### src/distance_vector_table_merge_defines.svh
// ----------------------------------------------------------------------------
// Distance-vector table merge: assertion macros
// Shared concurrent assertion forms, clocked on clock, muted in reset.
// ----------------------------------------------------------------------------
`ifndef DISTANCE_VECTOR_TABLE_MERGE_DEFINES_SVH
`define DISTANCE_VECTOR_TABLE_MERGE_DEFINES_SVH

// same-cycle implication
`define DVTM_ASSERT_IMPLIES(name, ante, cons) \
   name: assert property (@(posedge clock) disable iff (reset) (ante) |-> (cons)) \
      else $error("dvtm assertion failed");

// next-cycle implication
`define DVTM_ASSERT_NEXT(name, ante, cons) \
   name: assert property (@(posedge clock) disable iff (reset) (ante) |=> (cons)) \
      else $error("dvtm assertion failed");

`endif

### src/dvtm_pkg.sv
// ----------------------------------------------------------------------------
// Distance-vector table merge package
// Field widths, result codes, register map and the search wave type.
// ----------------------------------------------------------------------------
`default_nettype none

package dvtm_pkg;

   localparam int ADDR_W     = 16;
   localparam int METRIC_W   = 16;
   localparam int OUTCOME_W  = 2;
   localparam int ENTRIES_W  = 5;
   localparam int CSR_DATA_W = 32;
   localparam int CSR_ADDR_W = 3;

   localparam logic [METRIC_W-1:0] METRIC_MAX        = 16'hFFFF;
   localparam logic [ADDR_W-1:0]   OWN_ADDRESS_RESET = 16'd8;

   localparam logic [OUTCOME_W-1:0] OUTCOME_UNCHANGED = 2'd0;
   localparam logic [OUTCOME_W-1:0] OUTCOME_IMPROVED  = 2'd1;
   localparam logic [OUTCOME_W-1:0] OUTCOME_ADDED     = 2'd2;
   localparam logic [OUTCOME_W-1:0] OUTCOME_DROPPED   = 2'd3;

   // register index is paddr[2]
   localparam logic REG_OWN_ADDRESS = 1'b0;

   // one search wave, handed from cell to cell
   typedef struct packed {
      logic                active;
      logic                found;
      logic                improved;
      logic [ADDR_W-1:0]   dest;
      logic [ADDR_W-1:0]   sender;
      logic [METRIC_W-1:0] offered;
      logic [ADDR_W-1:0]   hop;
      logic [METRIC_W-1:0] metric;
   } link_type;

   function automatic logic [METRIC_W-1:0] bump_metric(input logic [METRIC_W-1:0] m);
      bump_metric = (m == METRIC_MAX) ? METRIC_MAX : m + METRIC_W'(1);
   endfunction

endpackage

`default_nettype wire

### src/dvtm_req_if.sv
// ----------------------------------------------------------------------------
// Distance-vector table merge: request channel
// Advertised entry with valid/ready handshake.
// ----------------------------------------------------------------------------
`default_nettype none

interface dvtm_req_if;
   import dvtm_pkg::*;

   logic                valid;
   logic                ready;
   logic [ADDR_W-1:0]   sender;
   logic [ADDR_W-1:0]   destination;
   logic [METRIC_W-1:0] advertised_metric;

   modport source (output valid, output sender, output destination,
                   output advertised_metric, input ready);
   modport sink   (input valid, input sender, input destination,
                   input advertised_metric, output ready);
endinterface

`default_nettype wire

### src/dvtm_rsp_if.sv
// ----------------------------------------------------------------------------
// Distance-vector table merge: response channel
// Merge result with valid/ready handshake.
// ----------------------------------------------------------------------------
`default_nettype none

interface dvtm_rsp_if;
   import dvtm_pkg::*;

   logic                 valid;
   logic                 ready;
   logic [OUTCOME_W-1:0] outcome;
   logic                 route_changed;
   logic [ADDR_W-1:0]    chosen_next_hop;
   logic [METRIC_W-1:0]  chosen_metric;
   logic [ENTRIES_W-1:0] entries_used;

   modport source (output valid, output outcome, output route_changed,
                   output chosen_next_hop, output chosen_metric,
                   output entries_used, input ready);
   modport sink   (input valid, input outcome, input route_changed,
                   input chosen_next_hop, input chosen_metric,
                   input entries_used, output ready);
endinterface

`default_nettype wire

### src/dvtm_cell.sv
// ----------------------------------------------------------------------------
// Distance-vector table merge: table cell
// Holds one route entry, matches the passing wave and hands it on.
// ----------------------------------------------------------------------------
`default_nettype none

module dvtm_cell (
   input  wire logic               clock,
   input  wire logic               reset,
   input  wire logic               used,
   input  wire logic               append_en,
   input  wire dvtm_pkg::link_type append_data,
   input  wire dvtm_pkg::link_type link_in,
   output      dvtm_pkg::link_type link_out
);
   import dvtm_pkg::*;

   logic [ADDR_W-1:0]   dest_ff;
   logic [ADDR_W-1:0]   hop_ff;
   logic [METRIC_W-1:0] metric_ff;
   link_type            link_ff;
   link_type            link_in_next;
   logic                hit;
   logic                better;

   assign hit    = link_in.active && !link_in.found && used && (dest_ff == link_in.dest);
   assign better = link_in.offered < metric_ff;

   always_comb begin
      link_in_next = link_in;
      if (hit) begin
         link_in_next.found = 1'b1;
         if (better) begin
            link_in_next.improved = 1'b1;
            link_in_next.hop      = link_in.sender;
            link_in_next.metric   = link_in.offered;
         end else begin
            link_in_next.hop    = hop_ff;
            link_in_next.metric = metric_ff;
         end
      end
   end

   always_ff @(posedge clock) begin
      if (reset) begin
         link_ff <= '0;
      end else begin
         link_ff <= link_in_next;
      end
   end

   // entry storage, meaningful only below the fill count
   always_ff @(posedge clock) begin
      if (append_en) begin
         dest_ff   <= append_data.dest;
         hop_ff    <= append_data.sender;
         metric_ff <= append_data.offered;
      end else if (hit && better) begin
         hop_ff    <= link_in.sender;
         metric_ff <= link_in.offered;
      end
   end

   assign link_out = link_ff;

endmodule

`default_nettype wire

### src/distance_vector_table_merge.sv
// ----------------------------------------------------------------------------
// Distance-vector table merge
// Route table as a row of cells; each entry wave walks the row once.
// ----------------------------------------------------------------------------
//  channel | direction | handshake           | payload
//  req     | in        | valid/ready         | sender, destination, advertised_metric
//  rsp     | out       | valid/ready         | outcome, route_changed, chosen_next_hop,
//          |           |                     | chosen_metric, entries_used
//  csr     | in        | psel/penable/pready | own_address at byte address 0
//
//  An item's wave passes the row cell by cell; exit_ff then captures it and
//  the done state posts the result.
//  One item is in the row at a time; req.ready is high only while idle.
//  A result waiting on rsp stalls only the final posting step.
//  Synchronous reset empties the table (fill count zero) and sets
//  own_address to 8; no clearing pass is needed.
// ----------------------------------------------------------------------------
`default_nettype none
`include "distance_vector_table_merge_defines.svh"

module distance_vector_table_merge #(
   parameter int TABLE_DEPTH = 16
) (
   input  wire logic                              clock,
   input  wire logic                              reset,
   dvtm_req_if.sink                               req,
   dvtm_rsp_if.source                             rsp,
   input  wire logic                              psel,
   input  wire logic                              penable,
   input  wire logic                              pwrite,
   input  wire logic [dvtm_pkg::CSR_ADDR_W-1:0]   paddr,
   input  wire logic [dvtm_pkg::CSR_DATA_W-1:0]   pwdata,
   output      logic [dvtm_pkg::CSR_DATA_W-1:0]   prdata,
   output      logic                              pready
);
   import dvtm_pkg::*;

   localparam int CNT_W = $clog2(TABLE_DEPTH + 1);

   localparam logic [1:0] ST_IDLE = 2'd0;
   localparam logic [1:0] ST_WALK = 2'd1;
   localparam logic [1:0] ST_DONE = 2'd2;

   logic [1:0]            state_ff, state_in;
   logic [CNT_W-1:0]      count_ff, count_in;
   logic [ADDR_W-1:0]     own_address_ff;
   link_type              exit_ff, exit_in;
   logic                  rsp_valid_ff, rsp_valid_in;
   logic [OUTCOME_W-1:0]  outcome_ff, outcome_in;
   logic                  changed_ff, changed_in;
   logic [ADDR_W-1:0]     hop_ff, hop_in;
   logic [METRIC_W-1:0]   metric_ff, metric_in;
   logic [ENTRIES_W-1:0]  entries_ff, entries_in;
   logic                  append_en;
   logic                  accept;
   logic                  own_hit;
   logic                  csr_write;
   link_type              chain [TABLE_DEPTH+1];
   logic [TABLE_DEPTH-1:0] active_vec;

   // ---------------- configuration port ----------------
   assign pready    = 1'b1;
   assign csr_write = psel && penable && pwrite && pready;

   always_ff @(posedge clock) begin
      if (reset) begin
         own_address_ff <= OWN_ADDRESS_RESET;
      end else if (csr_write && (paddr[2] == REG_OWN_ADDRESS)) begin
         own_address_ff <= pwdata[ADDR_W-1:0];
      end
   end

   assign prdata = (paddr[2] == REG_OWN_ADDRESS) ?
                   {{(CSR_DATA_W-ADDR_W){1'b0}}, own_address_ff} : '0;

   // ---------------- wave launch ----------------
   assign req.ready = (state_ff == ST_IDLE);
   assign accept    = req.valid && req.ready;
   assign own_hit   = (req.destination == own_address_ff);

   // own destination enters pre-resolved so no cell can match it
   always_comb begin
      chain[0] = '0;
      if (accept) begin
         chain[0].active   = 1'b1;
         chain[0].found    = own_hit;
         chain[0].improved = 1'b0;
         chain[0].dest     = req.destination;
         chain[0].sender   = req.sender;
         chain[0].offered  = bump_metric(req.advertised_metric);
         chain[0].hop      = own_hit ? own_address_ff : '0;
         chain[0].metric   = '0;
      end
   end

   // ---------------- cell row ----------------
   for (genvar i = 0; i < TABLE_DEPTH; i++) begin : g_cell
      dvtm_cell u_cell (
         .clock       (clock),
         .reset       (reset),
         .used        (count_ff > CNT_W'(i)),
         .append_en   (append_en && (count_ff == CNT_W'(i))),
         .append_data (exit_ff),
         .link_in     (chain[i]),
         .link_out    (chain[i+1])
      );
      assign active_vec[i] = chain[i+1].active;
   end

   // ---------------- sequencer ----------------
   always_comb begin
      state_in     = state_ff;
      count_in     = count_ff;
      exit_in      = exit_ff;
      rsp_valid_in = rsp_valid_ff && !rsp.ready;
      outcome_in   = outcome_ff;
      changed_in   = changed_ff;
      hop_in       = hop_ff;
      metric_in    = metric_ff;
      append_en    = 1'b0;
      unique case (state_ff)
         ST_IDLE: begin
            if (accept) begin
               state_in = ST_WALK;
            end
         end
         ST_WALK: begin
            if (chain[TABLE_DEPTH].active) begin
               exit_in  = chain[TABLE_DEPTH];
               state_in = ST_DONE;
            end
         end
         ST_DONE: begin
            if (!rsp_valid_ff || rsp.ready) begin
               rsp_valid_in = 1'b1;
               state_in     = ST_IDLE;
               if (exit_ff.found) begin
                  outcome_in = exit_ff.improved ? OUTCOME_IMPROVED : OUTCOME_UNCHANGED;
                  changed_in = exit_ff.improved;
                  hop_in     = exit_ff.hop;
                  metric_in  = exit_ff.metric;
               end else if (count_ff < CNT_W'(TABLE_DEPTH)) begin
                  append_en  = 1'b1;
                  count_in   = count_ff + CNT_W'(1);
                  outcome_in = OUTCOME_ADDED;
                  changed_in = 1'b1;
                  hop_in     = exit_ff.sender;
                  metric_in  = exit_ff.offered;
               end else begin
                  outcome_in = OUTCOME_DROPPED;
                  changed_in = 1'b0;
                  hop_in     = '0;
                  metric_in  = '0;
               end
            end
         end
         default: begin
            state_in = ST_IDLE;
         end
      endcase
   end

   if (CNT_W >= ENTRIES_W) begin : g_entries_trunc
      assign entries_in = count_in[ENTRIES_W-1:0];
   end else begin : g_entries_ext
      assign entries_in = {{(ENTRIES_W-CNT_W){1'b0}}, count_in};
   end

   always_ff @(posedge clock) begin
      if (reset) begin
         state_ff     <= ST_IDLE;
         count_ff     <= '0;
         rsp_valid_ff <= 1'b0;
      end else begin
         state_ff     <= state_in;
         count_ff     <= count_in;
         rsp_valid_ff <= rsp_valid_in;
      end
   end

   always_ff @(posedge clock) begin
      exit_ff <= exit_in;
      if (state_ff == ST_DONE && (!rsp_valid_ff || rsp.ready)) begin
         outcome_ff <= outcome_in;
         changed_ff <= changed_in;
         hop_ff     <= hop_in;
         metric_ff  <= metric_in;
         entries_ff <= entries_in;
      end
   end

   assign rsp.valid           = rsp_valid_ff;
   assign rsp.outcome         = outcome_ff;
   assign rsp.route_changed   = changed_ff;
   assign rsp.chosen_next_hop = hop_ff;
   assign rsp.chosen_metric   = metric_ff;
   assign rsp.entries_used    = entries_ff;

   // ---------------- assertions ----------------
   `DVTM_ASSERT_IMPLIES(a_count_bound, 1'b1, count_ff <= CNT_W'(TABLE_DEPTH))
   `DVTM_ASSERT_NEXT(a_append_bumps, append_en, count_ff == $past(count_ff) + CNT_W'(1))
   `DVTM_ASSERT_IMPLIES(a_single_wave, 1'b1, $onehot0(active_vec))
   `DVTM_ASSERT_IMPLIES(a_changed_code, rsp_valid_ff,
      changed_ff == (outcome_ff == OUTCOME_IMPROVED || outcome_ff == OUTCOME_ADDED))
   `DVTM_ASSERT_IMPLIES(a_wave_only_walking, active_vec != '0, state_ff == ST_WALK)

endmodule

`default_nettype wire
### src/flat_wrapper.sv
// flat-port wrapper written by rule: the top's interface ports become plain ports
module distance_vector_table_merge_flat import dvtm_pkg::*;
#(
   parameter int TABLE_DEPTH = 16
)
  (clock, reset, psel, penable, pwrite, paddr, pwdata, prdata, pready, req_valid, req_sender, req_destination, req_advertised_metric, req_ready, rsp_valid, rsp_outcome, rsp_route_changed, rsp_chosen_next_hop, rsp_chosen_metric, rsp_entries_used, rsp_ready);
  dvtm_req_if req_i ();
  dvtm_rsp_if rsp_i ();
  input  wire logic clock;
  input  wire logic reset;
  input  wire logic psel;
  input  wire logic penable;
  input  wire logic pwrite;
  input  wire logic [dvtm_pkg::CSR_ADDR_W-1:0] paddr;
  input  wire logic [dvtm_pkg::CSR_DATA_W-1:0] pwdata;
  output      logic [dvtm_pkg::CSR_DATA_W-1:0] prdata;
  output      logic pready;
  input wire logic [$bits(req_i.valid)-1:0] req_valid;
  input wire logic [$bits(req_i.sender)-1:0] req_sender;
  input wire logic [$bits(req_i.destination)-1:0] req_destination;
  input wire logic [$bits(req_i.advertised_metric)-1:0] req_advertised_metric;
  output wire logic [$bits(req_i.ready)-1:0] req_ready;
  output wire logic [$bits(rsp_i.valid)-1:0] rsp_valid;
  output wire logic [$bits(rsp_i.outcome)-1:0] rsp_outcome;
  output wire logic [$bits(rsp_i.route_changed)-1:0] rsp_route_changed;
  output wire logic [$bits(rsp_i.chosen_next_hop)-1:0] rsp_chosen_next_hop;
  output wire logic [$bits(rsp_i.chosen_metric)-1:0] rsp_chosen_metric;
  output wire logic [$bits(rsp_i.entries_used)-1:0] rsp_entries_used;
  input wire logic [$bits(rsp_i.ready)-1:0] rsp_ready;
  assign req_i.valid = req_valid;
  assign req_i.sender = req_sender;
  assign req_i.destination = req_destination;
  assign req_i.advertised_metric = req_advertised_metric;
  assign req_ready = req_i.ready;
  assign rsp_valid = rsp_i.valid;
  assign rsp_outcome = rsp_i.outcome;
  assign rsp_route_changed = rsp_i.route_changed;
  assign rsp_chosen_next_hop = rsp_i.chosen_next_hop;
  assign rsp_chosen_metric = rsp_i.chosen_metric;
  assign rsp_entries_used = rsp_i.entries_used;
  assign rsp_i.ready = rsp_ready;
  distance_vector_table_merge #(.TABLE_DEPTH(TABLE_DEPTH)) u_core (.clock(clock), .reset(reset), .req(req_i), .rsp(rsp_i), .psel(psel), .penable(penable), .pwrite(pwrite), .paddr(paddr), .pwdata(pwdata), .prdata(prdata), .pready(pready));
endmodule
### config.mk
export PLATFORM = sky130hd
export DESIGN_NAME = distance_vector_table_merge_flat
export DESIGN_NICKNAME = d
export VERILOG_FILES = /design/src/dvtm_pkg.sv /design/src/dvtm_req_if.sv /design/src/dvtm_rsp_if.sv /design/src/dvtm_cell.sv /design/src/distance_vector_table_merge.sv /design/src/flat_wrapper.sv
export VERILOG_INCLUDE_DIRS = /design/src /design/src/src
export SDC_FILE = /design/constraint.sdc
export NUM_CORES = 2
export LEC_CHECK = 0
export ABC_AREA = 1
export BUFFER_PORTS_ARGS = -buffer_cell sky130_fd_sc_hd__buf_2
export CORE_ASPECT_RATIO = 1.5
export CORE_UTILIZATION = 50
export DETAILED_ROUTE_END_ITERATION = 10
export PLACE_DENSITY = 0.76
export SLEW_MARGIN = 5
export SYNTH_ARGS = -nofsm -noshare
export SYNTH_HDL_FRONTEND = slang
export SYNTH_SLANG_ARGS = --single-unit
### constraint.sdc
create_clock -name clock -period 21.7 [get_ports clock]
set_clock_uncertainty 0.1 [all_clocks]
set_input_delay 2.17 -clock clock [delete_from_list [all_inputs] [get_ports clock]]
set_output_delay 2.17 -clock clock [all_outputs]
set_load 0.01 [all_outputs]
==> impl_metrics.json <==
{
  "status": "finished, final reports clean",
  "grt_pass1_wl_um": 420000,
  "avgSynthCellArea_um2": 8.72,
  "postCtsSetupBuffers": 0,
  "crit_chain": "buf_8 -> buf_4 -> buf_4 -> buf_4 -> buf_4 -> nor2_1",
  "hold_viol_final": 0,
  "place_congestion": 0.947,
  "p_clk_share_pct": 45.0,
  "synthToLayoutAreaGrowth_pct": 10.7,
  "crit_buf_inv": 5,
  "start_kind": "primary input",
  "nets": 10800,
  "path_delay_family": "buffers and inverters",
  "detail_route.wl_per_cell_um": 21.8,
  "p_seq_share_pct": 53.4,
  "drv_cap": 0,
  "clockBufferDepth": 3,
  "htree_levels": 4,
  "critPathArrivalTime_ps": 6860,
  "die_y_um": 527,
  "slew_headroom_pct": 10.1,
  "dieWidth_um": 352,
  "maxSlewViolCount": 0,
  "ys.flop_type": "dfxtp_1",
  "worst-setup-path-type": "in2reg",
  "antenna_found_initial": 31,
  "p_sw_mw": 1.72,
  "grt-ovfl-total": 0,
  "postCtsHoldBufs": 0,
  "place_hpwl_um": 195000,
  "fin_crit_ps": 6260,
  "ant_nets": 0,
  "p_int_mw": 6.45,
  "max_stage_delay_ps": 940,
  "fill_cells": 15900,
  "clk_pin_slew_ps": 70,
  "powerDensity_nw_per_um2": 80.3,
  "drtPass1Iterations": 9,
  "netlist_instances": 10500,
  "track_usage_pct": 30.1,
  "fin_cells": 13100,
  "tns_ps": 0,
  "cts-root-buf": "clkbuf_16",
  "wirelength_um": 286000,
  "rows": 192,
  "viasPerCell": 5.56,
  "p_sw_share_pct": 21.1,
  "finalCritPeriodShare_pct": 28.8,
  "grt_setup_unrepaired": "no",
  "portBuffers": 129,
  "drive_above_1_share_pct": 7.09,
  "whs_ps": 294,
  "num_io_pins": 165,
  "dr.first_iter.drc_count": 7597,
  "slowest_stage": "buf_4",
  "multi_input_area_um2": 30200,
  "syn_area_um2": 91900,
  "grt_max_degree": 224,
  "required_ps": 22300,
  "synthArstFlopShare_pct": 0,
  "cts_buffers": 202,
  "peakVddDrop_mv": 0.0910,
  "synth_area_leader_cell": "dfxtp_1",
  "cts_resized": 0,
  "yosys_warnings": 0,
  "clk_latency_ps": 890,
  "hold_class": "reg2reg",
  "vias": 72800,
  "synth_edf_count": 890,
  "setup_violations": 0,
  "drc": 0,
  "fin_util_pct": 55.7,
  "crit_top_cell": "buf_4",
  "critPathMaxFanout": 132,
  "die_area_um2": 186000,
  "worstSetupEndpointType": "flip-flop",
  "numClockSinks": 2242,
  "dp_cells": 12700,
  "regArea_um2": 53800,
  "ys_types": 53,
  "cts_tree": "done",
  "p_leak_nw": 41.4,
  "tightest_slew_ps": 1350,
  "combPwrFrac_pct": 1.6,
  "first_global_vias": 70900,
  "seq_area_frac_synth_pct": 58.5,
  "ys_ff_latch": 2242,
  "synth_area_leaders": "dfxtp_1 29%, edfxtp_1 29%, nand2_1 7.9%, inv_1 6.4%, nand3_1 5.8%",
  "netlist.area_leader.share_pct": 29.5,
  "coreArea_um2": 183000,
  "fmaxAchievable_ghz": 0.160,
  "start_util_pct": 50.3
}
==> routing by layer <==
layer	share of wire [%]	GRT usage (%)	vias to the layer above
met5	0.033	0	-
met4	9.3	26.5	14
met3	8.0	5.67	1097
met2	49	51.5	3569
met1	33	31.6	34300
li1	-	-	33900
==> cells in the mapped netlist, drive strengths merged, types with 2 or more instances <==
cell / instances
a2111oi: 9
a211oi: 5
a21o: 15
a21oi: 686
a221oi: 3
a31oi: 4
and3: 5
buf: 94
clkbuf: 468
conb: 2
dfxtp: 1352
edfxtp: 890
ha: 245
inv: 1573
nand2: 1949
nand3: 1073
nand3b: 7
nand4: 90
nor2: 1070
nor3: 61
nor3b: 6
nor4: 47
nor4b: 7
o2111ai: 12
o211ai: 3
o21a: 5
o21ai: 669
o22ai: 29
o31ai: 2
or2: 61
or3: 2
or4: 3
xnor2: 32
xor2: 59
==> flip-flops by register name, indices dropped and copies added, names as in the netlist <==
signal and count:
u_core.own_address_ff 16, u_core.g_cell.u_cell.metric_ff 256, u_core.rsp.outcome 2, u_core.rsp.entries_used 5
u_core.g_cell.u_cell.dest_ff 256, u_core.exit_ff 82, u_core.g_cell.u_cell.hop_ff 256, u_core.rsp.route_changed 1
u_core.rsp.chosen_metric 16, u_core.state_ff 2, u_core.rsp.chosen_next_hop 16, u_core.count_ff 5
u_core.rsp.valid 1, u_core.g_cell.u_cell.link_out 1328
==> cells by family after synthesis <==
group	share of synthesized area, %
other	0.00817
xor gates and xnor gates	0.867
and+or+nand+nor	20.2
buffers and inverters	8.93
DFF	58.5
adders and majority gates	3.34
AOI/OAI and AO/OA	8.10
==> worst paths after layout <==
check        slack (ps)                                   from                                     to  cells past startpoint
max               15440                                  reset  u_core.g_cell[10].u_cell.link_out[49]                      6
min                 290  u_core.g_cell[15].u_cell.link_out[54]                     u_core.exit_ff[54]                      0
max reg2reg       16830                     u_core.exit_ff[81]    u_core.g_cell[13].u_cell.dest_ff[6]                      6
min reg2reg         290  u_core.g_cell[15].u_cell.link_out[54]                     u_core.exit_ff[54]                      0
==> final cells by class <==
class | instances | share of cell area [%]
diodes | 28 | 0.0689
clock buffers | 292 | 5.76
clock inverters | 91 | 0.999
inverters | 1573 | 5.81
multi-input cells | 6180 | 29.7
flip-flops and latches | 2242 | 52.9
well taps | 2425 | 2.98
repair buffers | 281 | 1.78
==> through the flow <==
stage	instance area [um2]	worst slack [ps]	power, mW
after CTS	102000	15670	8.20
after global placement	94800	14760	4.58
after global routing	102000	15240	8.37
after floorplan	91900	12580	4.55
final	102000	15440	8.17
after detailed placement	94800	14780	4.58
==> power by group through the flow <==
stage / Sequential (mW) / Combinational, mW / Clock [mW]
CTS: 4.36 / 0.128 / 3.70
detailed placement: 4.46 / 0.127 / 0
global route: 4.36 / 0.143 / 3.87
finish: 4.36 / 0.130 / 3.68
global placement: 4.46 / 0.125 / 0
floorplan: 4.45 / 0.0927 / 0
==> cells in the final DEF (no fill, tap or decap), types with 8 or more instances in the layout <==
| cell | instances |
|---|---|
| nand2_1 | 1932 |
| inv_1 | 1565 |
| dfxtp_1 | 1352 |
| nand3_1 | 1069 |
| nor2_1 | 1051 |
| edfxtp_1 | 890 |
| a21oi_1 | 671 |
| o21ai_0 | 644 |
| ha_1 | 245 |
| clkbuf_16 | 210 |
| buf_4 | 151 |
| buf_2 | 128 |
| nand4_1 | 90 |
| or2_2 | 61 |
| xor2_1 | 59 |
| nor3_1 | 57 |
| clkbuf_1 | 52 |
| nor4_1 | 43 |
| clkinv_2 | 38 |
| xnor2_1 | 32 |
| clkbuf_8 | 30 |
| o22ai_1 | 29 |
| diode_2 | 28 |
| o21ai_2 | 19 |
| nand2_2 | 17 |
| conb_1 | 17 |
| a21oi_2 | 15 |
| a21o_1 | 15 |
| bufinv_16 | 14 |
| o2111ai_1 | 12 |
| clkinv_1 | 11 |
| nor2_2 | 10 |
| nor2_4 | 9 |
| a2111oi_0 | 8 |
Power figures use the tool's default switching activity.
